File: config.mk
export PLATFORM = sky130hd
export DESIGN_NAME = bfa_ram
export DESIGN_NICKNAME = d
export VERILOG_FILES = /design/src/rtl/best_fit_free_list_allocator_top_assert.svh /design/src/rtl/bfa_ram.sv
export SDC_FILE = /design/constraint.sdc
export NUM_CORES = 2
export LEC_CHECK = 0
export BUFFER_PORTS_ARGS = -buffer_cell sky130_fd_sc_hd__buf_4
export CELL_PAD_IN_SITES_DETAIL_PLACEMENT = 0
export CELL_PAD_IN_SITES_GLOBAL_PLACEMENT = 2
export CORE_MARGIN = 5
export CORE_UTILIZATION = 40
export DETAILED_ROUTE_END_ITERATION = 10
export HOLD_SLACK_MARGIN = 0.02
export PLACE_DENSITY_LB_ADDON = 0.1
export SLEW_MARGIN = 10
export SYNTH_ARGS = -nofsm -noshare
export SYNTH_HDL_FRONTEND = slang
export SYNTH_SLANG_ARGS = --single-unit
File: constraint.sdc
create_clock -name i_clk -period 3.02 [get_ports i_clk]
set_clock_uncertainty 0.05 [all_clocks]
set_input_delay 0.302 -clock i_clk [delete_from_list [all_inputs] [get_ports i_clk]]
set_output_delay 0.302 -clock i_clk [all_outputs]
set_load 0.01 [all_outputs]
File: src/rtl/best_fit_free_list_allocator_top_assert.svh
// ----------------------------------------------------------------------------
// Assertion macros for the best-fit allocator
// Implication checks, same-cycle and next-cycle, with reset disable.
// ----------------------------------------------------------------------------
`ifndef BEST_FIT_FREE_LIST_ALLOCATOR_TOP_ASSERT_SVH
`define BEST_FIT_FREE_LIST_ALLOCATOR_TOP_ASSERT_SVH

// ante holds, so cons holds in the same cycle
`define BFA_ASSERT_IMPL(label, clk, rst_n, ante, cons) \
    label: assert property (@(posedge clk) disable iff (!(rst_n)) (ante) |-> (cons)) \
        else $error("assertion %m failed");

// ante holds, so cons holds in the next cycle
`define BFA_ASSERT_NEXT(label, clk, rst_n, ante, cons) \
    label: assert property (@(posedge clk) disable iff (!(rst_n)) (ante) |=> (cons)) \
        else $error("assertion %m failed");

`endif

File: src/rtl/bfa_ram.sv
// ----------------------------------------------------------------------------
// bfa_ram
// Generic single-clock RAM, one write and one read port, registered read.
// ----------------------------------------------------------------------------
module bfa_ram #(
    parameter int WIDTH = 8,
    parameter int DEPTH = 256
) (
    input  logic                     i_clk,
    input  logic                     i_we,
    input  logic [$clog2(DEPTH)-1:0] i_waddr,
    input  logic [WIDTH-1:0]         i_wdata,
    input  logic                     i_re,
    input  logic [$clog2(DEPTH)-1:0] i_raddr,
    output logic [WIDTH-1:0]         o_rdata
);

    logic [WIDTH-1:0] r_mem [DEPTH];
    logic [WIDTH-1:0] r_rdata;

    always_ff @(posedge i_clk) begin
        if (i_we) begin
            r_mem[i_waddr] <= i_wdata;
        end
        if (i_re) begin
            r_rdata <= r_mem[i_raddr];
        end
    end

    assign o_rdata = r_rdata;

endmodule

==> flow_metrics.py <==
metrics = {
    "clock_network": {
        "cts_buffer_depth": 3,
        "post_cts_buffers": 0,
        "cts_buffers": 215,
        "htree_levels": 4,
        "cts_sinks": 2056,
        "clk_latency_ns": 0.85,
        "clk_pin_slew_worst_paths_ns": 0.06,
        "cts_tree": "yes",
        "root_buffer": "clkbuf_16",
    },
    "routing": {
        "drt_iter0_drc": 4039,
        "route.met3.wl_mm": 11.0,
        "ant_nets": 0,
        "routed_wl_mm": 222,
        "wl_met1_mm": 95.7,
        "num_vias": 40400,
        "wire_per_inst_um": 30.8,
        "top_layer": "met4",
        "drtPass1Iterations": 6,
        "vias_per_cell": 5.62,
        "remaining_drc_errors": 0,
        "dr_wl_met2_mm": 110,
    },
    "timing": {
        "tightest_slew_ns": 1.24,
        "slew_viol_final": 0,
        "timing.final.crit_share_pct": 95.4,
        "min_period_ns": 2.88,
        "relSlewSlack_pct": 16.4,
        "hold_viol_final": 0,
        "rsz0062_at_grt": "no",
        "finalSetupViolations": 0,
        "worst_slack_ns": 0.140,
        "max_freq_mhz": 347,
        "setup_tns_ns": 0,
    },
    "critical_path": {
        "start_kind": "register",
        "reg2reg_slack_ns": 0.14,
        "critPathMaxFanout": 1,
        "crit_required_ns": 3.52,
        "path_class": "register to register",
        "crit_path_end_kind": "register",
        "cp.arrival_ns": 3.38,
    },
    "synthesis": {
        "synth_area_um2": 79600,
        "ys_seq_elements": 2056,
        "synth_nets": 3760,
        "yosysTopAreaCell": "edfxtp_1",
        "ys_async_sr_fraction_pct": 0,
        "syn_inst": 3733,
        "yosysMostFrequentCell": "edfxtp_1",
        "yosysSeqAreaShare_pct": 77.5,
        "ys_top_cells_by_count": "edfxtp_1, mux4_2, nor2_1",
        "synth_edf_count": 2056,
        "synth_flop_cell": "edfxtp_1",
        "yosysUniqueCellTypes": 54,
        "yosys-top-cells-area": "edfxtp_1, mux4_2, mux2i_1",
        "postSynthAreaPerCell_um2": 21.3,
        "synth_warnings": 0,
        "yosysTopAreaCellShare_pct": 77.5,
    },
    "die": {
        "row_count": 163,
        "die_y_um": 456,
        "io-pin-count": 35,
        "dieArea_um2": 208000,
        "start_util_pct": 40.3,
        "core_um2": 198000,
        "die_w_um": 456,
    },
    "grt": {
        "overflow": 0,
        "grt_use_total_pct": 21.0,
        "grt_pass1_vias": 41800,
        "grt_max_degree": 151,
        "antenna_found_initial": 13,
        "grt_pass1_wl_mm": 314,
    },
    "place": {
        "io_buffers": 34,
        "gp_congestion": 0.797,
        "dp.final_hpwl_mm": 145,
        "post-place-ws_ns": -0.763,
        "dp_cells": 6780,
    },
    "power_and_ir_drop": {
        "leakagePower_nw": 30.3,
        "powerDensity_nw_per_um2": 641,
        "finalPower_mw": 60.6,
        "irDropWorstVdd_mv": 0.470,
    },
    "finish": {
        "drive_gt1_share_pct": 31.1,
        "syn_to_final_growth_pct": 18.6,
        "final_cell_count_no_fill": 7191,
        "post-route-util_pct": 47.8,
        "nets": 4394,
    },
    "run_status": {
        "status": "completed",
    },
    "job": {
        "maxCapViolations": 0,
    },
    "hold_path": {
        "hold_class": "input port to register",
    },
}
==> through the flow <==
step | cell area (µm²) | hold WS, ns
after floorplan | 79600 | 0.351
after global placement | 87500 | 0.503
after detailed placement | 87500 | 0.505
after CTS | 94400 | 0.0316
after global routing | 94500 | 0.0627
final | 94500 | 0.0607
==> critical path: stages (launching register included) <==
cell,delay [ns]
edfxtp_1,0.35
mux4_2,0.47
nor2b_1,0.14
a211oi_1,0.40
buf_4,0.20
nor2_1,0.08
nor4_1,0.62
buf_4,0.23
nor4_1,0.05
==> cells by family (layout without fill, tap and decap cells) <==
| logic type | Yosys count | after routing | synth area share (%) |
|---|---|---|---|
| flops | 2056 | 2056 | 77.5 |
| other cells | 0 | 7 | 0 |
| mux | 591 | 591 | 14.6 |
| simple gates | 466 | 466 | 2.63 |
| buf+inv | 235 | 1046 | 1.83 |
| compound gates | 385 | 385 | 3.42 |
==> area by class of cell <==
cell class	count	area [µm²]
inverters	2	7.51
repair buffers	650	6050
clock buffers	269	5730
fillers	16200	103000
flip-flops and latches	2056	61700
clock inverters	125	1120
multi-input cells	1442	16500
well taps	2640	3300
diodes	7	17.5
==> repair_timing <==
action / 4_1_cts / 5_1_grt
endpoints found under the hold margin: 354 / 0
pin swaps: 0 / 0
resized for setup: 2 / 1
setup endpoints to repair: 2 / 1
hold buffers: 10 / 0
==> flip-flops by register name, summed over array words and instances (netlist names) <==
name / cells
r_mem: 2048
o_rdata: 8
==> cell usage in the layout, fill, tap and decap left out, drive strengths merged, types with 18 or more instances in the layout <==
cell type,synthesis,final
o221ai,47,47
clkinv,1,87
nor2b,31,31
nand3,34,34
mux4,456,456
clkbuf,111,274
nor2,282,282
buf,122,635
o22ai,28,28
a22oi,133,133
bufinv,0,18
nor3,22,22
nand2,33,33
a21oi,96,96
nor4,27,27
edfxtp,2056,2056
mux2i,134,134
==> path summary, 6_finish.rpt <==
path                                         startpoint                      to  depth (start not counted)
worst min-delay path                         i_wdata[3]  r_mem[62][3]$_DFFE_PP_                          1
worst max-delay path            r_mem[101][7]$_DFFE_PP_    o_rdata[7]$_DFFE_PP_                          8
worst min register to register   r_mem[40][3]$_DFFE_PP_    o_rdata[3]$_DFFE_PP_                          8
worst max register to register  r_mem[101][7]$_DFFE_PP_    o_rdata[7]$_DFFE_PP_                          8
==> routing by layer <==
layer  global-route usage (%)  vias to the layer above
li1                         -                    17000
met1                     29.5                    21800
met2                     35.0                     1302
met3                     2.75                      295
met4                     5.36                        0
met5                        0                        -
==> power by group <==
part	leakage [nW]	switching, mW	internal, mW
combinational	8.50	2.03	1.30
sequential	18.5	0.0488	31.5
clock	3.32	10.8	14.9
Note: power is estimated with default switching activity, not from simulation.
