**config.mk**
```make
export PLATFORM = sky130hd
export DESIGN_NAME = bfa_out_flat
export DESIGN_NICKNAME = d
export VERILOG_FILES = /design/src/rtl/best_fit_free_list_allocator_top_assert.svh /design/src/rtl/bfa_pkg.sv /design/src/rtl/bfa_rsp_if.sv /design/src/rtl/bfa_out.sv /design/src/flat_wrapper.sv
export SDC_FILE = /design/constraint.sdc
export NUM_CORES = 1
export LEC_CHECK = 0
export BUFFER_PORTS_ARGS = -buffer_cell sky130_fd_sc_hd__buf_2
export CORE_AREA = 5 5 42 44
export DETAILED_ROUTE_END_ITERATION = 10
export DIE_AREA = 0 0 47 49
export GPL_ROUTABILITY_DRIVEN = 0
export GPL_TIMING_DRIVEN = 0
export PLACE_DENSITY = 0.68
export SETUP_SLACK_MARGIN = 0.4
export SYNTH_ARGS = -nofsm -noshare
export SYNTH_HDL_FRONTEND = slang
export SYNTH_SLANG_ARGS = --single-unit
```
**constraint.sdc**
```tcl
create_clock -name i_clk -period 2 [get_ports i_clk]
set_clock_uncertainty 0.05 [all_clocks]
set_input_delay 0.3 -clock i_clk [delete_from_list [all_inputs] [get_ports i_clk]]
set_output_delay 0.3 -clock i_clk [all_outputs]
set_load 0.02 [all_outputs]
```
**src/rtl/best_fit_free_list_allocator_top_assert.svh**
```systemverilog
// ----------------------------------------------------------------------------
// Assertion macros for the best-fit allocator
// Implication checks, same-cycle and next-cycle, with reset disable.
// ----------------------------------------------------------------------------
`ifndef BEST_FIT_FREE_LIST_ALLOCATOR_TOP_ASSERT_SVH
`define BEST_FIT_FREE_LIST_ALLOCATOR_TOP_ASSERT_SVH

// ante holds, so cons holds in the same cycle
`define BFA_ASSERT_IMPL(label, clk, rst_n, ante, cons) \
    label: assert property (@(posedge clk) disable iff (!(rst_n)) (ante) |-> (cons)) \
        else $error("assertion %m failed");

// ante holds, so cons holds in the next cycle
`define BFA_ASSERT_NEXT(label, clk, rst_n, ante, cons) \
    label: assert property (@(posedge clk) disable iff (!(rst_n)) (ante) |=> (cons)) \
        else $error("assertion %m failed");

`endif

```
**src/rtl/bfa_pkg.sv**
```systemverilog
// ----------------------------------------------------------------------------
// bfa_pkg
// Sizes, header entry layout, controller states and helpers of the allocator.
// ----------------------------------------------------------------------------
package bfa_pkg;

    localparam int POOL_BYTES   = 4096;
    localparam int HEADER_BYTES = 16;

    localparam int ADDR_W  = $clog2(POOL_BYTES);
    localparam int LINK_W  = ADDR_W + 1;
    localparam int SIZE_W  = ADDR_W + 1;
    localparam int SUM_W   = SIZE_W + 1;
    localparam int ENTRY_W = SIZE_W + LINK_W;

    localparam logic [LINK_W-1:0] NIL_LINK  = '1;
    localparam logic [SIZE_W-1:0] HDR_SIZE  = SIZE_W'(HEADER_BYTES);
    localparam logic [SIZE_W-1:0] SPLIT_MIN = SIZE_W'(2 * HEADER_BYTES);
    localparam logic [SIZE_W-1:0] MIN_POOL  = SIZE_W'(HEADER_BYTES + 1);
    localparam logic [SIZE_W-1:0] MAX_POOL  = SIZE_W'(POOL_BYTES);
    localparam logic [SUM_W-1:0]  HDR_SUM   = SUM_W'(HEADER_BYTES);
    localparam logic [ADDR_W-1:0] HDR_ADDR  = ADDR_W'(HEADER_BYTES);

    typedef enum logic {
        OP_ALLOC   = 1'b0,
        OP_RELEASE = 1'b1
    } t_op;

    typedef enum logic [3:0] {
        ST_INIT,
        ST_IDLE,
        ST_A_WALK,
        ST_A_FIX,
        ST_A_SHRINK,
        ST_A_LINK,
        ST_R_WALK,
        ST_R_CHK,
        ST_R_GETH,
        ST_R_GETC,
        ST_R_WH,
        ST_R_WP,
        ST_DONE
    } t_state;

    typedef struct packed {
        logic [SIZE_W-1:0] size;
        logic [LINK_W-1:0] next;
    } t_entry;

    typedef struct packed {
        logic              ok;
        logic [ADDR_W-1:0] payload_offset;
    } t_result;

    typedef struct packed {
        logic              we;
        logic [ADDR_W-1:0] waddr;
        t_entry            wdata;
        logic              re;
        logic [ADDR_W-1:0] raddr;
    } t_mem_req;

    function automatic logic [LINK_W-1:0] norm_link(input logic [LINK_W-1:0] x,
                                                    input logic [SIZE_W-1:0] limit);
        return (x < limit) ? x : NIL_LINK;
    endfunction

    function automatic logic [SIZE_W-1:0] clamp_pool(input logic [SIZE_W-1:0] v);
        logic [SIZE_W-1:0] r;
        r = v;
        if (v < MIN_POOL) begin
            r = MIN_POOL;
        end else if (v > MAX_POOL) begin
            r = MAX_POOL;
        end
        return r;
    endfunction

endpackage

```
**src/rtl/bfa_rsp_if.sv**
```systemverilog
// ----------------------------------------------------------------------------
// bfa_rsp_if
// Response channel: status and payload offset word with valid/ready.
// ----------------------------------------------------------------------------
interface bfa_rsp_if import bfa_pkg::*; ();
    logic              valid;
    logic              ready;
    logic              ok;
    logic [ADDR_W-1:0] payload_offset;

    modport source (output valid, ok, payload_offset, input ready);
    modport sink   (input valid, ok, payload_offset, output ready);
endinterface

```
**src/rtl/bfa_out.sv**
```systemverilog
// ----------------------------------------------------------------------------
// bfa_out
// Output register between the controller and the response channel.
// ----------------------------------------------------------------------------
module bfa_out import bfa_pkg::*; (
    input  logic      i_clk,
    input  logic      i_rst_n,
    input  logic      i_valid,
    output logic      o_ready,
    input  t_result   i_data,
    bfa_rsp_if.source o_rsp
);

    logic    r_valid;
    logic    n_valid;
    t_result r_data;

    assign o_ready = !r_valid || o_rsp.ready;

    always_comb begin
        n_valid = r_valid;
        if (o_ready) begin
            n_valid = i_valid;
        end
    end

    always_ff @(posedge i_clk) begin
        if (!i_rst_n) begin
            r_valid <= 1'b0;
        end else begin
            r_valid <= n_valid;
        end
    end

    // payload: load only when the register frees up
    always_ff @(posedge i_clk) begin
        if (o_ready && i_valid) begin
            r_data <= i_data;
        end
    end

    assign o_rsp.valid          = r_valid;
    assign o_rsp.ok             = r_data.ok;
    assign o_rsp.payload_offset = r_data.payload_offset;

endmodule

```
**src/flat_wrapper.sv**
```systemverilog
// flat-port wrapper written by rule: the top's interface ports become plain ports
module bfa_out_flat import bfa_pkg::*;
  (i_clk, i_rst_n, i_valid, o_ready, i_data, o_rsp_valid, o_rsp_ok, o_rsp_payload_offset, o_rsp_ready);
  bfa_rsp_if o_rsp_i ();
  input  logic i_clk;
  input  logic i_rst_n;
  input  logic i_valid;
  output logic o_ready;
  input  t_result i_data;
  output wire logic [$bits(o_rsp_i.valid)-1:0] o_rsp_valid;
  output wire logic [$bits(o_rsp_i.ok)-1:0] o_rsp_ok;
  output wire logic [$bits(o_rsp_i.payload_offset)-1:0] o_rsp_payload_offset;
  input wire logic [$bits(o_rsp_i.ready)-1:0] o_rsp_ready;
  assign o_rsp_valid = o_rsp_i.valid;
  assign o_rsp_ok = o_rsp_i.ok;
  assign o_rsp_payload_offset = o_rsp_i.payload_offset;
  assign o_rsp_i.ready = o_rsp_ready;
  bfa_out u_core (.i_clk(i_clk), .i_rst_n(i_rst_n), .i_valid(i_valid), .o_ready(o_ready), .i_data(i_data), .o_rsp(o_rsp_i));
endmodule
```
==> impl_metrics.ini <==
[status]
status = finished clean

[timing]
hold_viol_final = 0
fin_tns_setup_ps = 0
slew_viol_final = 0
finalSetupViolations = 0
rsz0062_at_grt = no
timing.fmax_ghz = 0.820
setup_ws_ps = 780
maxSlewHeadroom_pct = 88.6
fin_crit_ps = 1220
min_period_over_period_pct = 61.0
tightest_slew_ps = 171

[floorplan]
coreArea_sq_um = 1400
die_h_microns = 49
die_w_microns = 47
row_count = 14
die_area_sq_um = 2300
start_util_pct = 32.0
io_pins = 32

[flow_run]
drv_cap = 0

[worst_hold_path]
min_from = i_data[2]
hold_path_class = in -> reg
hold_path_end = u_core.o_rsp.payload_offset[2]$_DFFE_PP_
hold_depth = 1

[setup_path]
critPathBufInv = 1
critPathSlowestCell = dfxtp_1
worst-path-stages = 2
max_stage_delay_ps = 380
critical_path_required_ps = 1650
worst_setup_path_end_kind = primary output
cp_max_fo = 3
crit_family = flip-flops
rrSetupSlack_ps = 980
cp.arrival_ps = 870
reg2regPathDepth = 2
worstReg2RegStart = u_core.o_rsp.valid$_SDFFE_PN0P_
r2r_end = u_core.o_rsp.payload_offset[7]$_DFFE_PP_
worst_setup_path_start_kind = flip-flop
crit_type = reg -> out
critical_path.cell_chain = nand2b_4 > buf_2

[synth]
synth_seq_cells = 14
syn-num-nets = 35
yosysSeqAreaShare_pct = 91.6
yosys_warnings = 0
synthCells = 18
syn_area_sq_um = 448
synth.distinct_cells = 6
postSynthAreaPerCell_sq_um = 24.9

[detailed_routing]
postRouteAntennaNets = 0
wire_per_inst_microns = 12.2
drt_iter0_drc = 0
route.detailed.drc = 0
vias_per_cell = 4.01
wl_microns = 845
vias = 277
first_pass_iters = 1

[cts]
cts_tree = yes
cts_hold_buf = 0
ctsHtreeMaxLevel = 1
cts-buffers-inserted = 3
clk_latency_ps = 260
cts_resized = 0
cts.clk_slew.worst_paths_ps = 80
clkSinkCount = 14
cts_max_path_buffers = 2
cts-root-buf = clkbuf_4
post_cts_buffers = 0

[finish]
drive_gt1_share_pct = 69.8
fillers = 137
antenna_cells = 0
finalNetCount = 71
ff_latch_area_sq_um = 410
area_growth_pct = 45.0
multiInputGateArea_sq_um = 33.8

[placed_design]
io_buffer_count = 31
dp_slack_ps = 889

[grt]
antenna_found_initial = 0
grt_usage_pct = 8.54
grt_pass1_vias = 293
grt-ovfl-total = 0
grt_max_degree = 14
grt_pass1_wl_microns = 1310

[power]
p_leak_nw = 0.291
p_total_mw = 0.567
peakVddDrop_mv = 0.302
cellPowerDensity_nw_per_um2 = 873
==> layout by cell type (no fill, tap or decap) <==
master | netlist | layout
nand2b_4 | 1 | 1
a21boi_2 | 1 | 1
clkbuf_4 | 0 | 3
inv_1 | 1 | 1
dfxtp_1 | 1 | 1
edfxtp_1 | 13 | 13
buf_2 | 0 | 31
and2_4 | 1 | 1
clkbuf_1 | 0 | 1
==> layout make-up <==
type	count	area share [%]
clock buffer	4	4.05
multi-input combinational	3	5.20
timing repair buffer	31	23.9
tap	16	3.08
sequential	14	63.2
inverter	1	0.578
==> layer usage <==
metal	part of all wire, %	vias to the layer above	track usage (%)
met3	12	0	4.43
met4	0	0	5.53
met5	0	-	0
met2	58	14	14.7
met1	30	125	6.99
li1	-	138	-
==> sequential cells by signal, summed over array words and instances (netlist names) <==
| register | count |
|---|---|
| u_core.o_rsp.ok | 1 |
| u_core.o_rsp.payload_offset | 12 |
| u_core.o_rsp.valid | 1 |
==> power by group <==
| part | internal, mW | total [mW] | switching [mW] | leakage [nW] |
|---|---|---|---|---|
| sequential | 0.340 | 0.344 | 0.00439 | 0.134 |
| combinational | 0.0266 | 0.0661 | 0.0395 | 0.142 |
| clock | 0.0771 | 0.157 | 0.0797 | 0.0150 |
| total | 0.443 | 0.567 | 0.124 | 0.291 |
==> stage by stage <==
step | cells | hold WS, ps | util [%] | area [sq um]
global route | 69 | 129 | 46.3 | 649
global placement | 65 | 428 | 44.5 | 623
floorplan | 18 | 349 | - | 448
finish | 69 | 151 | 46.3 | 649
CTS | 69 | 142 | 46.3 | 649
detailed placement | 65 | 428 | 44.5 | 623
==> worst max-delay path by stage <==
stage	startpoint	to	slack [ps]
floorplan	u_core.o_rsp.valid$_SDFFE_PN0P_	u_core.o_rsp.ok$_DFFE_PP_	890
global placement	o_rsp_ready	u_core.o_rsp.payload_offset[3]$_DFFE_PP_	900
detailed placement	o_rsp_ready	u_core.o_rsp.payload_offset[1]$_DFFE_PP_	890
CTS	u_core.o_rsp.valid$_SDFFE_PN0P_	o_ready	770
global route	u_core.o_rsp.valid$_SDFFE_PN0P_	o_ready	730
finish	u_core.o_rsp.valid$_SDFFE_PN0P_	o_ready	780
==> cells by family after synthesis <==
family | share of synthesized area [%]
DFF | 91.6
and+or+nand+nor | 5.03
AOI/OAI and AO/OA | 2.51
buffers and inverters | 0.837
==> Yosys cell counts (all sizes together) <==
cell type,instances,area share (%)
a21boi,1,2.5
and2,1,2.0
dfxtp,1,4.5
inv,1,0.84
nand2b,1,3.1
edfxtp,13,87
No activity file was read; power rests on OpenSTA's default activity.
